==> src/rtl/u16550_pkg.sv <==
`timescale 1ns / 1ps
`default_nettype none
// ----------------------------------------------------------------------------
// u16550_pkg
// Shared types, constants and helpers for the 16550-style UART register block.
// ----------------------------------------------------------------------------
package u16550_pkg;

    // FIFO geometry
    localparam int QDEPTH = 16;
    localparam int QAW    = (QDEPTH > 1) ? $clog2(QDEPTH) : 1;
    localparam int QCW    = $clog2(QDEPTH + 1);

    // Stream widths
    localparam int S_DATA_W = 16;  // offset(3) + data(8), padded to bytes
    localparam int S_USER_W = 2;   // kind
    localparam int M_DATA_W = 16;  // read_data(8) + 3 flags, padded to bytes

    // Item kinds
    typedef enum logic [1:0] {
        KIND_BUS_READ  = 2'd0,
        KIND_BUS_WRITE = 2'd1,
        KIND_HOST_RX   = 2'd2,
        KIND_HOST_PULL = 2'd3
    } kind_t;

    // Register offsets
    localparam logic [2:0] OFF_DATA = 3'd0;  // RBR / THR / DLL
    localparam logic [2:0] OFF_IER  = 3'd1;  // IER / DLM
    localparam logic [2:0] OFF_IIR  = 3'd2;  // IIR / FCR
    localparam logic [2:0] OFF_LCR  = 3'd3;
    localparam logic [2:0] OFF_MCR  = 3'd4;
    localparam logic [2:0] OFF_LSR  = 3'd5;

    // Register bits and codes
    localparam int         IER_RX_BIT   = 0;
    localparam int         IER_TX_BIT   = 1;
    localparam int         LCR_DLAB_BIT = 7;
    localparam logic [7:0] LCR_RESET    = 8'h03;
    localparam logic [7:0] IIR_FIFO_ON  = 8'hC0;
    localparam logic [7:0] IIR_NO_INT   = 8'h01;
    localparam logic [7:0] IIR_RX_DATA  = 8'h04;
    localparam logic [7:0] IIR_TX_EMPTY = 8'h02;
    localparam logic [7:0] LSR_BASE     = 8'h60;
    localparam logic [7:0] LSR_DR       = 8'h01;

    // Source of the read data for a result
    typedef enum logic [1:0] {
        SRC_REG = 2'd0,
        SRC_RX  = 2'd1,
        SRC_TX  = 2'd2
    } rd_src_t;

    // Controller state
    typedef enum logic [1:0] {
        ST_IDLE   = 2'd0,
        ST_EXEC   = 2'd1,
        ST_FINISH = 2'd2
    } state_t;

    // Controller -> datapath
    typedef struct packed {
        logic load_in;
        logic exec;
        logic finish;
    } cmd_t;

    // Datapath -> controller
    typedef struct packed {
        logic out_free;
    } status_t;

    // Circular pointer advance
    function automatic logic [QAW-1:0] ptr_inc(input logic [QAW-1:0] p);
        ptr_inc = (p == QAW'(QDEPTH - 1)) ? '0 : p + QAW'(1);
    endfunction

endpackage
`default_nettype wire

==> src/rtl/u16550_ram.sv <==
`timescale 1ns / 1ps
`default_nettype none
// ----------------------------------------------------------------------------
// u16550_ram
// Generic single-write, single-read RAM with registered, enabled read.
// ----------------------------------------------------------------------------
module u16550_ram #(
    parameter int WIDTH = 8,
    parameter int DEPTH = 16
) (
    input  wire logic                                    aclk,
    input  wire logic                                    we,
    input  wire logic [((DEPTH > 1) ? $clog2(DEPTH) : 1)-1:0] waddr,
    input  wire logic [WIDTH-1:0]                        wdata,
    input  wire logic                                    re,
    input  wire logic [((DEPTH > 1) ? $clog2(DEPTH) : 1)-1:0] raddr,
    output logic      [WIDTH-1:0]                        rdata
);

    logic [WIDTH-1:0] mem [DEPTH];

    always_ff @(posedge aclk) begin
        if (we) begin
            mem[waddr] <= wdata;
        end
        if (re) begin
            rdata <= mem[raddr];
        end
    end

endmodule
`default_nettype wire

==> src/rtl/u16550_dp.sv <==
`timescale 1ns / 1ps
`default_nettype none
// ----------------------------------------------------------------------------
// u16550_dp
// Register file, FIFO pointers and RAMs, and the output register.
// ----------------------------------------------------------------------------
module u16550_dp
    import u16550_pkg::*;
(
    input  wire logic                aclk,
    input  wire logic                aresetn,
    input  wire logic [S_DATA_W-1:0] s_tdata,   // [2:0] offset, [10:3] data
    input  wire logic [S_USER_W-1:0] s_tuser,   // [1:0] kind
    output logic                     m_tvalid,
    input  wire logic                m_tready,
    output logic      [M_DATA_W-1:0] m_tdata,   // [7:0] read_data, [8] interrupt,
                                                // [9] tx_waiting, [10] dropped
    input  wire cmd_t                cmd,
    output status_t                  status
);

    // Item registers
    kind_t      kind_reg;
    logic [2:0] off_reg;
    logic [7:0] data_reg;

    // UART registers
    logic [7:0] ier_reg, ier_next;
    logic [7:0] lcr_reg, lcr_next;
    logic [7:0] mcr_reg, mcr_next;
    logic [7:0] dll_reg, dll_next;
    logic [7:0] dlm_reg, dlm_next;
    logic       txflag_reg, txflag_next;
    logic       fen_reg, fen_next;

    // FIFO bookkeeping
    logic [QAW-1:0] rx_head_reg, rx_head_next, rx_tail_reg, rx_tail_next;
    logic [QAW-1:0] tx_head_reg, tx_head_next, tx_tail_reg, tx_tail_next;
    logic [QCW-1:0] rx_count_reg, rx_count_next, tx_count_reg, tx_count_next;

    // Per-item results
    logic [7:0] rd_pre_reg, rd_pre_next;
    rd_src_t    src_reg, src_next;
    logic       drop_reg, drop_next;

    // Output register
    logic                m_valid_reg;
    logic [M_DATA_W-1:0] m_data_reg;

    // RAM strobes
    logic       rx_we, tx_we;
    logic [7:0] rx_q, tx_q;

    logic dlab, rx_nonempty, rx_full, tx_full, rx_irq, tx_irq, irq_now;

    assign dlab        = lcr_reg[LCR_DLAB_BIT];
    assign rx_nonempty = (rx_count_reg != '0);
    assign rx_full     = (rx_count_reg == QCW'(QDEPTH));
    assign tx_full     = (tx_count_reg == QCW'(QDEPTH));
    assign rx_irq      = rx_nonempty && ier_reg[IER_RX_BIT];
    assign tx_irq      = ier_reg[IER_TX_BIT] && txflag_reg;
    assign irq_now     = rx_irq || tx_irq;

    // Capture the accepted item
    always_ff @(posedge aclk) begin
        if (cmd.load_in) begin
            kind_reg <= kind_t'(s_tuser[1:0]);
            off_reg  <= s_tdata[2:0];
            data_reg <= s_tdata[10:3];
        end
    end

    // Execute one item
    always_comb begin
        ier_next      = ier_reg;
        lcr_next      = lcr_reg;
        mcr_next      = mcr_reg;
        dll_next      = dll_reg;
        dlm_next      = dlm_reg;
        txflag_next   = txflag_reg;
        fen_next      = fen_reg;
        rx_head_next  = rx_head_reg;
        rx_tail_next  = rx_tail_reg;
        rx_count_next = rx_count_reg;
        tx_head_next  = tx_head_reg;
        tx_tail_next  = tx_tail_reg;
        tx_count_next = tx_count_reg;
        rd_pre_next   = '0;
        src_next      = SRC_REG;
        drop_next     = 1'b0;
        rx_we         = 1'b0;
        tx_we         = 1'b0;
        if (cmd.exec) begin
            unique case (kind_reg)
                KIND_BUS_READ: begin
                    if (dlab && off_reg == OFF_DATA) begin
                        rd_pre_next = dll_reg;
                    end else if (dlab && off_reg == OFF_IER) begin
                        rd_pre_next = dlm_reg;
                    end else begin
                        unique case (off_reg)
                            OFF_DATA: begin
                                if (rx_nonempty) begin
                                    src_next      = SRC_RX;
                                    rx_head_next  = ptr_inc(rx_head_reg);
                                    rx_count_next = rx_count_reg - QCW'(1);
                                end
                            end
                            OFF_IER: rd_pre_next = ier_reg;
                            OFF_IIR: begin
                                rd_pre_next = (fen_reg ? IIR_FIFO_ON : 8'h00)
                                            | (irq_now ? 8'h00 : IIR_NO_INT)
                                            | (rx_irq ? IIR_RX_DATA
                                               : (tx_irq ? IIR_TX_EMPTY : 8'h00));
                                txflag_next = 1'b0;
                            end
                            OFF_LCR: rd_pre_next = lcr_reg;
                            OFF_MCR: rd_pre_next = mcr_reg;
                            OFF_LSR: rd_pre_next = LSR_BASE
                                                 | (rx_nonempty ? LSR_DR : 8'h00);
                            default: rd_pre_next = '0;
                        endcase
                    end
                end
                KIND_BUS_WRITE: begin
                    if (dlab && off_reg == OFF_DATA) begin
                        dll_next = data_reg;
                    end else if (dlab && off_reg == OFF_IER) begin
                        dlm_next = data_reg;
                    end else begin
                        unique case (off_reg)
                            OFF_DATA: begin
                                txflag_next = ier_reg[IER_TX_BIT];
                                if (tx_full) begin
                                    drop_next = 1'b1;
                                end else begin
                                    tx_we         = 1'b1;
                                    tx_tail_next  = ptr_inc(tx_tail_reg);
                                    tx_count_next = tx_count_reg + QCW'(1);
                                end
                            end
                            OFF_IER: ier_next = data_reg;
                            OFF_IIR: fen_next = data_reg[0];
                            OFF_LCR: lcr_next = data_reg;
                            OFF_MCR: mcr_next = data_reg;
                            default: ;
                        endcase
                    end
                end
                KIND_HOST_RX: begin
                    if (rx_full) begin
                        drop_next = 1'b1;
                    end else begin
                        rx_we         = 1'b1;
                        rx_tail_next  = ptr_inc(rx_tail_reg);
                        rx_count_next = rx_count_reg + QCW'(1);
                    end
                end
                KIND_HOST_PULL: begin
                    if (tx_count_reg != '0) begin
                        src_next      = SRC_TX;
                        tx_head_next  = ptr_inc(tx_head_reg);
                        tx_count_next = tx_count_reg - QCW'(1);
                    end
                end
                default: ;
            endcase
        end
    end

    // Control state
    always_ff @(posedge aclk) begin
        if (!aresetn) begin
            ier_reg      <= '0;
            lcr_reg      <= LCR_RESET;
            mcr_reg      <= '0;
            dll_reg      <= '0;
            dlm_reg      <= '0;
            txflag_reg   <= 1'b0;
            fen_reg      <= 1'b0;
            rx_head_reg  <= '0;
            rx_tail_reg  <= '0;
            rx_count_reg <= '0;
            tx_head_reg  <= '0;
            tx_tail_reg  <= '0;
            tx_count_reg <= '0;
        end else begin
            ier_reg      <= ier_next;
            lcr_reg      <= lcr_next;
            mcr_reg      <= mcr_next;
            dll_reg      <= dll_next;
            dlm_reg      <= dlm_next;
            txflag_reg   <= txflag_next;
            fen_reg      <= fen_next;
            rx_head_reg  <= rx_head_next;
            rx_tail_reg  <= rx_tail_next;
            rx_count_reg <= rx_count_next;
            tx_head_reg  <= tx_head_next;
            tx_tail_reg  <= tx_tail_next;
            tx_count_reg <= tx_count_next;
        end
    end

    // Per-item results, held until the result is formed
    always_ff @(posedge aclk) begin
        if (cmd.exec) begin
            rd_pre_reg <= rd_pre_next;
            src_reg    <= src_next;
            drop_reg   <= drop_next;
        end
    end

    // FIFO storage; head entry is read during execute
    u16550_ram #(.WIDTH(8), .DEPTH(QDEPTH)) u_rx_ram (
        .aclk  (aclk),
        .we    (rx_we),
        .waddr (rx_tail_reg),
        .wdata (data_reg),
        .re    (cmd.exec),
        .raddr (rx_head_reg),
        .rdata (rx_q)
    );

    u16550_ram #(.WIDTH(8), .DEPTH(QDEPTH)) u_tx_ram (
        .aclk  (aclk),
        .we    (tx_we),
        .waddr (tx_tail_reg),
        .wdata (data_reg),
        .re    (cmd.exec),
        .raddr (tx_head_reg),
        .rdata (tx_q)
    );

    // Result assembly; flags reflect state after the item
    logic [7:0] rd_final;
    always_comb begin
        unique case (src_reg)
            SRC_RX:  rd_final = rx_q;
            SRC_TX:  rd_final = tx_q;
            default: rd_final = rd_pre_reg;
        endcase
    end

    // Output register
    always_ff @(posedge aclk) begin
        if (!aresetn) begin
            m_valid_reg <= 1'b0;
        end else if (cmd.finish) begin
            m_valid_reg <= 1'b1;
        end else if (m_tready) begin
            m_valid_reg <= 1'b0;
        end
    end

    always_ff @(posedge aclk) begin
        if (cmd.finish) begin
            m_data_reg <= {5'b0, drop_reg, (tx_count_reg != '0), irq_now, rd_final};
        end
    end

    assign m_tvalid        = m_valid_reg;
    assign m_tdata         = m_data_reg;
    assign status.out_free = !m_valid_reg || m_tready;

    // Checks
    a_rx_count_bound: assert property (@(posedge aclk) disable iff (!aresetn)
        rx_count_reg <= QCW'(QDEPTH))
        else $error("rx count above depth");

    a_tx_count_bound: assert property (@(posedge aclk) disable iff (!aresetn)
        tx_count_reg <= QCW'(QDEPTH))
        else $error("tx count above depth");

    a_counts_idle: assert property (@(posedge aclk) disable iff (!aresetn)
        !cmd.exec |=> $stable(rx_count_reg) && $stable(tx_count_reg))
        else $error("fifo count moved outside execute");

    a_finish_free: assert property (@(posedge aclk) disable iff (!aresetn)
        cmd.finish |-> status.out_free)
        else $error("result loaded over an untaken result");

    a_drop_full: assert property (@(posedge aclk) disable iff (!aresetn)
        cmd.exec && drop_next |-> rx_full || tx_full)
        else $error("drop without a full fifo");

endmodule
`default_nettype wire

==> config.mk <==
export PLATFORM = sky130hd
export DESIGN_NAME = u16550_dp
export DESIGN_NICKNAME = d
export VERILOG_FILES = /design/src/rtl/u16550_pkg.sv /design/src/rtl/u16550_ram.sv /design/src/rtl/u16550_dp.sv
export SDC_FILE = /design/constraint.sdc
export NUM_CORES = 1
export LEC_CHECK = 0
export ABC_AREA = 0
export BUFFER_PORTS_ARGS = -buffer_cell sky130_fd_sc_hd__buf_2
export CORE_ASPECT_RATIO = 1.25
export CORE_MARGIN = 2
export CORE_UTILIZATION = 39
export DETAILED_ROUTE_END_ITERATION = 12
export GPL_ROUTABILITY_DRIVEN = 0
export SYNTH_ARGS = -nofsm -noshare
export SYNTH_HDL_FRONTEND = slang
export SYNTH_SLANG_ARGS = --single-unit
==> constraint.sdc <==
create_clock -name aclk -period 6.2 [get_ports aclk]
set_input_delay 0.31 -clock aclk [delete_from_list [all_inputs] [get_ports aclk]]
set_output_delay 0.31 -clock aclk [all_outputs]
set_load 0.05 [all_outputs]
Yosys cells after proc, flatten, opt, wreduce, memory -nomap -nowiden
Memories as Yosys holds them, arrays and structs flattened. A register that Yosys moved wholly into a read port is not among the register bits.
Index checks and enable logic that the tools add are counted.
- output and inout port bits: 18
- word-level logic and storage cells: 151
- register bits: 104
- memory bits (writable): 256
- memories: 2
- reductions and logical operators: 28
- equal/unequal tests: 27
- mux-type cells: 59
- bitwise gates (word level): 6
- $add $sub $neg: 8
- memories (name ; words ; bits a word ; read ports ; clocked after Yosys merged registers in ; wr ports ; RTL line ; text):
    u_rx_ram.mem ; 16 ; 8 ; 1 ; 1 ; 1 ; u16550_ram.sv:20 ; logic [WIDTH-1:0] mem [DEPTH];
    u_tx_ram.mem ; 16 ; 8 ; 1 ; 1 ; 1 ; u16550_ram.sv:20 ;
- operators by type and width (kind ; number):
    $mux W5 ; 10
    $pmux W8 S5 ; 1
    $mux W1 ; 32
    $mux W8 ; 3
    $ne A2 B2 Y1 const B ; 11
    $pmux W5 S2 ; 2
    $reduce_and A5 Y1 ; 4
    $add A4 B1 Y4 const B ; 4
    $eq A4 B4 Y1 const B ; 4
    $mux W4 ; 4
    $pmux W8 S2 ; 1
    $reduce_and A7 Y1 ; 2
    $reduce_and A6 Y1 ; 2
    $add A5 B1 Y5 const B ; 2
    $eq A5 B5 Y1 const B ; 2
    $reduce_bool A5 Y1 ; 2
    $sub A5 B1 Y5 const B ; 2
    $reduce_and A3 Y1 ; 3
    $or A8 B1 Y8 ; 1
    $or A8 B3 Y8 ; 1
    $reduce_and A8 Y1 ; 1
    $reduce_bool A2 Y1 ; 4
    $eq A2 B2 Y1 const B ; 3
    $eq A3 B2 Y1 const B ; 2
    other kinds (14) ; 25

Depth between registers and ports, before layout
- word-level depth: 9
- gate-level depth with buffers: 9

Modules after synthesis
Synthesis repeated with hierarchy kept, for this count alone.
- cell total of the unflattened synthesis: 949
- area, all modules: 15331.0 um^2
- by module, submodules not included (module ; times used ; cells each ; area an instance (um^2)):
    u16550_ram ; 2 ; 229 ; 5227.5
    u16550_dp ; 1 ; 491 ; 4875.9

Worst setup path before layout
OpenSTA, ideal clock, no wires.
- kind: reg2reg
- start: reg off_reg[2]
- end: mem u_tx_ram.mem[3][0] (enable)
- setup slack: 3.651 ns
- setup time: 0.383 ns
- data required time: 5.817 ns
- cell stages (with the launch flop): 6
- arrival: 2.165 ns
- period minus slack after synthesis: 2.549 ns
- cell sequence: edfxtp_1 buf_2 or4_4 a211oi_4 nand2_1 nor3_1
- word-level cells in the longest chain between the ends: 8
- ends and longest elaborated chain (what ; RTL line ; text):
    start: declaration ; u16550_dp.sv:24 ; logic [2:0] off_reg;
    start signal: assignment ; u16550_dp.sv:68 ; off_reg <= s_tdata[2:0];
    $logic_not A3 Y1 or $eq A3 B1 Y1 (tied branches) ; u16550_dp.sv:126, u16550_dp.sv:131, u16550_dp.sv:128 ;
    $mux W1 or $logic_and A1 B1 Y1 (tied branches) ; u16550_dp.sv:131, u16550_dp.sv:128 ;
    $mux W1 ; u16550_dp.sv:128 ; end else if (dlab && off_reg == OFF_IER) begin
    $mux W1 * ; u16550_dp.sv:126 ; if (dlab && off_reg == OFF_DATA) begin
    $mux W1 * ; u16550_dp.sv:94 ; unique case (kind_reg)
    $mux W1 * ; u16550_dp.sv:93 ; if (cmd.exec) begin
    $mux W1 * ; u16550_ram.sv:23 ; if (we) begin
    $mux W1 (not written as such) * ; u16550_ram.sv:24 ; mem[waddr] <= wdata;
    end: declaration ; u16550_ram.sv:20 ;
Every way passes the cells marked *; elsewhere a longest branch is shown, timed or not.

Worst setup path after layout
- start: reg off_reg[2]
- end: mem u_tx_ram.mem[2][4] (enable)
The elaborated chain is that of the path after synthesis.

==> flow_metrics.env <==
export IMPL_status="finished, final reports clean"
export IMPL_root_buffer="clkbuf_16"
export IMPL_ctsResizeCount=0
export IMPL_r2r_cells=4
export IMPL_power_density_nw_per_um2=305.0
export IMPL_ys_seq_elements=376
export IMPL_final_area_um2=17460
export IMPL_routed_wl_um=30920
export IMPL_hp_start="aresetn"
export IMPL_dieArea_um2=41150
export IMPL_cp_max_fo=27
export IMPL_synthAdderAreaFrac=0.02045
export IMPL_peakVddDrop_mv=0.2028
export IMPL_maxSlewHeadroom=0.2160
export IMPL_synth_top_area_frac=0.5980
export IMPL_yosysMostFrequentCell="edfxtp_1"
export IMPL_synth_simple_area_share=0.07377
export IMPL_critPathLaunchType="register"
export IMPL_min_period_over_period=0.5609
export IMPL_fillers=3368
export IMPL_holdPathStages=2
export IMPL_grt_use_total=0.1538
export IMPL_initial_core_util=0.3951
export IMPL_dp_worst_setup_slack_ns=2.643
export IMPL_crit_type="register to register"
export IMPL_drv_cap=0
export IMPL_hold_violations=0
export IMPL_power_mw=5.325
export IMPL_dpl_hpwl_um=19730
export IMPL_tightest_slew_ns=1.167
export IMPL_fin_ws_ns=2.722
export IMPL_dpl_cell_area_um2=16110
export IMPL_hold_slack_ns=0.02558
export IMPL_finalSetupTns_ns=0
export IMPL_yosysTopAreaCell="edfxtp_1"
export IMPL_synth_xor_area_frac=0.006817
export IMPL_cp_required_ns=6.33
export IMPL_synth_async_sr_flop_share=0
export IMPL_rrSetupSlack_ns=2.72
export IMPL_die_height_um=226.3
export IMPL_ys_top_cells_by_area="edfxtp_1 60%, mux4_2 9.3%, dfxtp_1 9.0%"
export IMPL_clock_skew_ns=0.01347
export IMPL_grt_pass1_vias=8419
export IMPL_clk_pin_slew_worst_paths_ns=0.06
export IMPL_end_kind="register"
export IMPL_core_um2=39020
export IMPL_area_growth_pct=13.23
export IMPL_port_buffers=31
export IMPL_ant_nets=0
export IMPL_post_route_drc_count=0
export IMPL_ys_seq_area_frac=0.6876
export IMPL_diodes=0
export IMPL_placedCellCount=1491
export IMPL_drtPass1Iterations=5
export IMPL_nNetsFinal=1093
export IMPL_ios=42
export IMPL_clk_path_buf_depth=3
export IMPL_synth_cell_types=60
export IMPL_chipWidth_um=181.8
export IMPL_grt_pass1_wl_um=48360
export IMPL_regToRegEndpoint="u_tx_ram.mem[2][4]"
export IMPL_utilization=0.4474
export IMPL_hp_class="input port to register"
export IMPL_rsz0062_at_grt="no"
export IMPL_min_period_ns=3.478
export IMPL_synth_edf_count=307
export IMPL_synth_compound_area_share=0.05835
export IMPL_vias=8201
export IMPL_drt_iter0_drc=544
export IMPL_synthMuxAreaShare=0.1294
export IMPL_ys_flop_type="edfxtp_1"
export IMPL_arrival_ns=3.61
export IMPL_setup_violations=0
export IMPL_drive_gt1_frac=0.1761
export IMPL_clock_sinks=376
export IMPL_syn_inst=1000
export IMPL_antenna_found_initial=0
export IMPL_htreeDepth=2
export IMPL_drv_slew=0
export IMPL_viasPerCell=5.220
export IMPL_cts_tree="yes"
export IMPL_max_freq_mhz=287.6
export IMPL_synth_top_cells_by_count="307 x edfxtp_1, 85 x nor2_1, 69 x dfxtp_1, 68 x nand2_1, 64 x mux4_2"
export IMPL_wl_per_cell_um=19.68
export IMPL_rr_startpoint="off_reg[2]"
export IMPL_fin_cells=1571
export IMPL_grt_start_max_net_pins=67
export IMPL_holdPathEnd="lcr_reg[0]"
export IMPL_synth_top_family_by_area="multiplexers"
export IMPL_synthesis_area_per_instance_um2=15.42
export IMPL_rows=81
export IMPL_syn_cell_area_um2=15420
export IMPL_cts_buffers=37
export IMPL_ys_warnings_count=0
export IMPL_overflow=0
export IMPL_leakage_nw=5.809
export IMPL_worstSkewPairLatency_ns=0.53
[power breakdown]
group          switching [mW]  internal [mW]
registers              0.0274           2.78
clock network           0.937           1.31
logic                   0.188         0.0878
[worst max-delay path by stage]
stage / startpoint / endpoint / slack (ns)
2_1_floorplan: off_reg[2] / u_tx_ram.mem[3][0] / 3.65
3_3_place_gp: off_reg[2] / u_tx_ram.mem[3][2] / 2.72
3_5_place_dp: off_reg[2] / u_tx_ram.mem[2][2] / 2.64
4_1_cts: off_reg[2] / u_tx_ram.mem[2][4] / 2.66
5_1_grt: off_reg[2] / u_tx_ram.mem[2][4] / 2.52
6_report: off_reg[2] / u_tx_ram.mem[2][4] / 2.72
[kinds of logic (layout without fill, tap and decap cells)]
kind of cell    Yosys count  in the layout
flops                   376            376
simple gates            242            242
compound gates          143            143
mux                     118            118
buf+inv                  84            153
fa+ha+maj                24             24
xor+xnor                 12             12
other cells               1              5
[placed cells by master, fill, tap and decap left out, drive strengths merged, types with 22 or more instances in the layout]
| cell type | n |
|---|---|
| a21oi | 58 |
| buf | 54 |
| clkbuf | 47 |
| dfxtp | 69 |
| edfxtp | 307 |
| ha | 22 |
| inv | 22 |
| mux2i | 53 |
| mux4 | 64 |
| nand2 | 68 |
| nor2 | 85 |
| o21ai | 24 |
[final cells by class]
class | count | area [um^2] | area share
flip-flops and latches | 376 | 10600 | 0.6074
clock inverters | 20 | 191.4 | 0.01097
clock buffers | 47 | 1026 | 0.05877
repair buffers | 67 | 457.9 | 0.02623
inverters | 19 | 71.32 | 0.004085
well taps | 498 | 623.1 | 0.03569
multi-input cells | 544 | 4484 | 0.2569
[worst max-delay path: stages, from the launching register on]
cell      delay, ns
edfxtp_1       0.75
or4_4          0.70
a211oi_4       0.45
nand2_1        0.24
nor3_1         0.93
[routing by layer]
layer / up-vias / global-route usage / part of all wire
met2: 132 / 0.2712 / 0.51
met3: 47 / 0.02152 / 0.032
met4: 0 / 0.06137 / 0.031
met1: 4121 / 0.1919 / 0.43
li1: 3901 / - / -
met5: - / 0 / 0
[what timing repair did]
| item | in CTS | in global routing |
|---|---|---|
| hold buffers | 13 | 0 |
| buffers inserted | 0 | 0 |
| hold endpoints to repair | 13 | 0 |
Note: power is estimated with default switching activity, not from simulation.
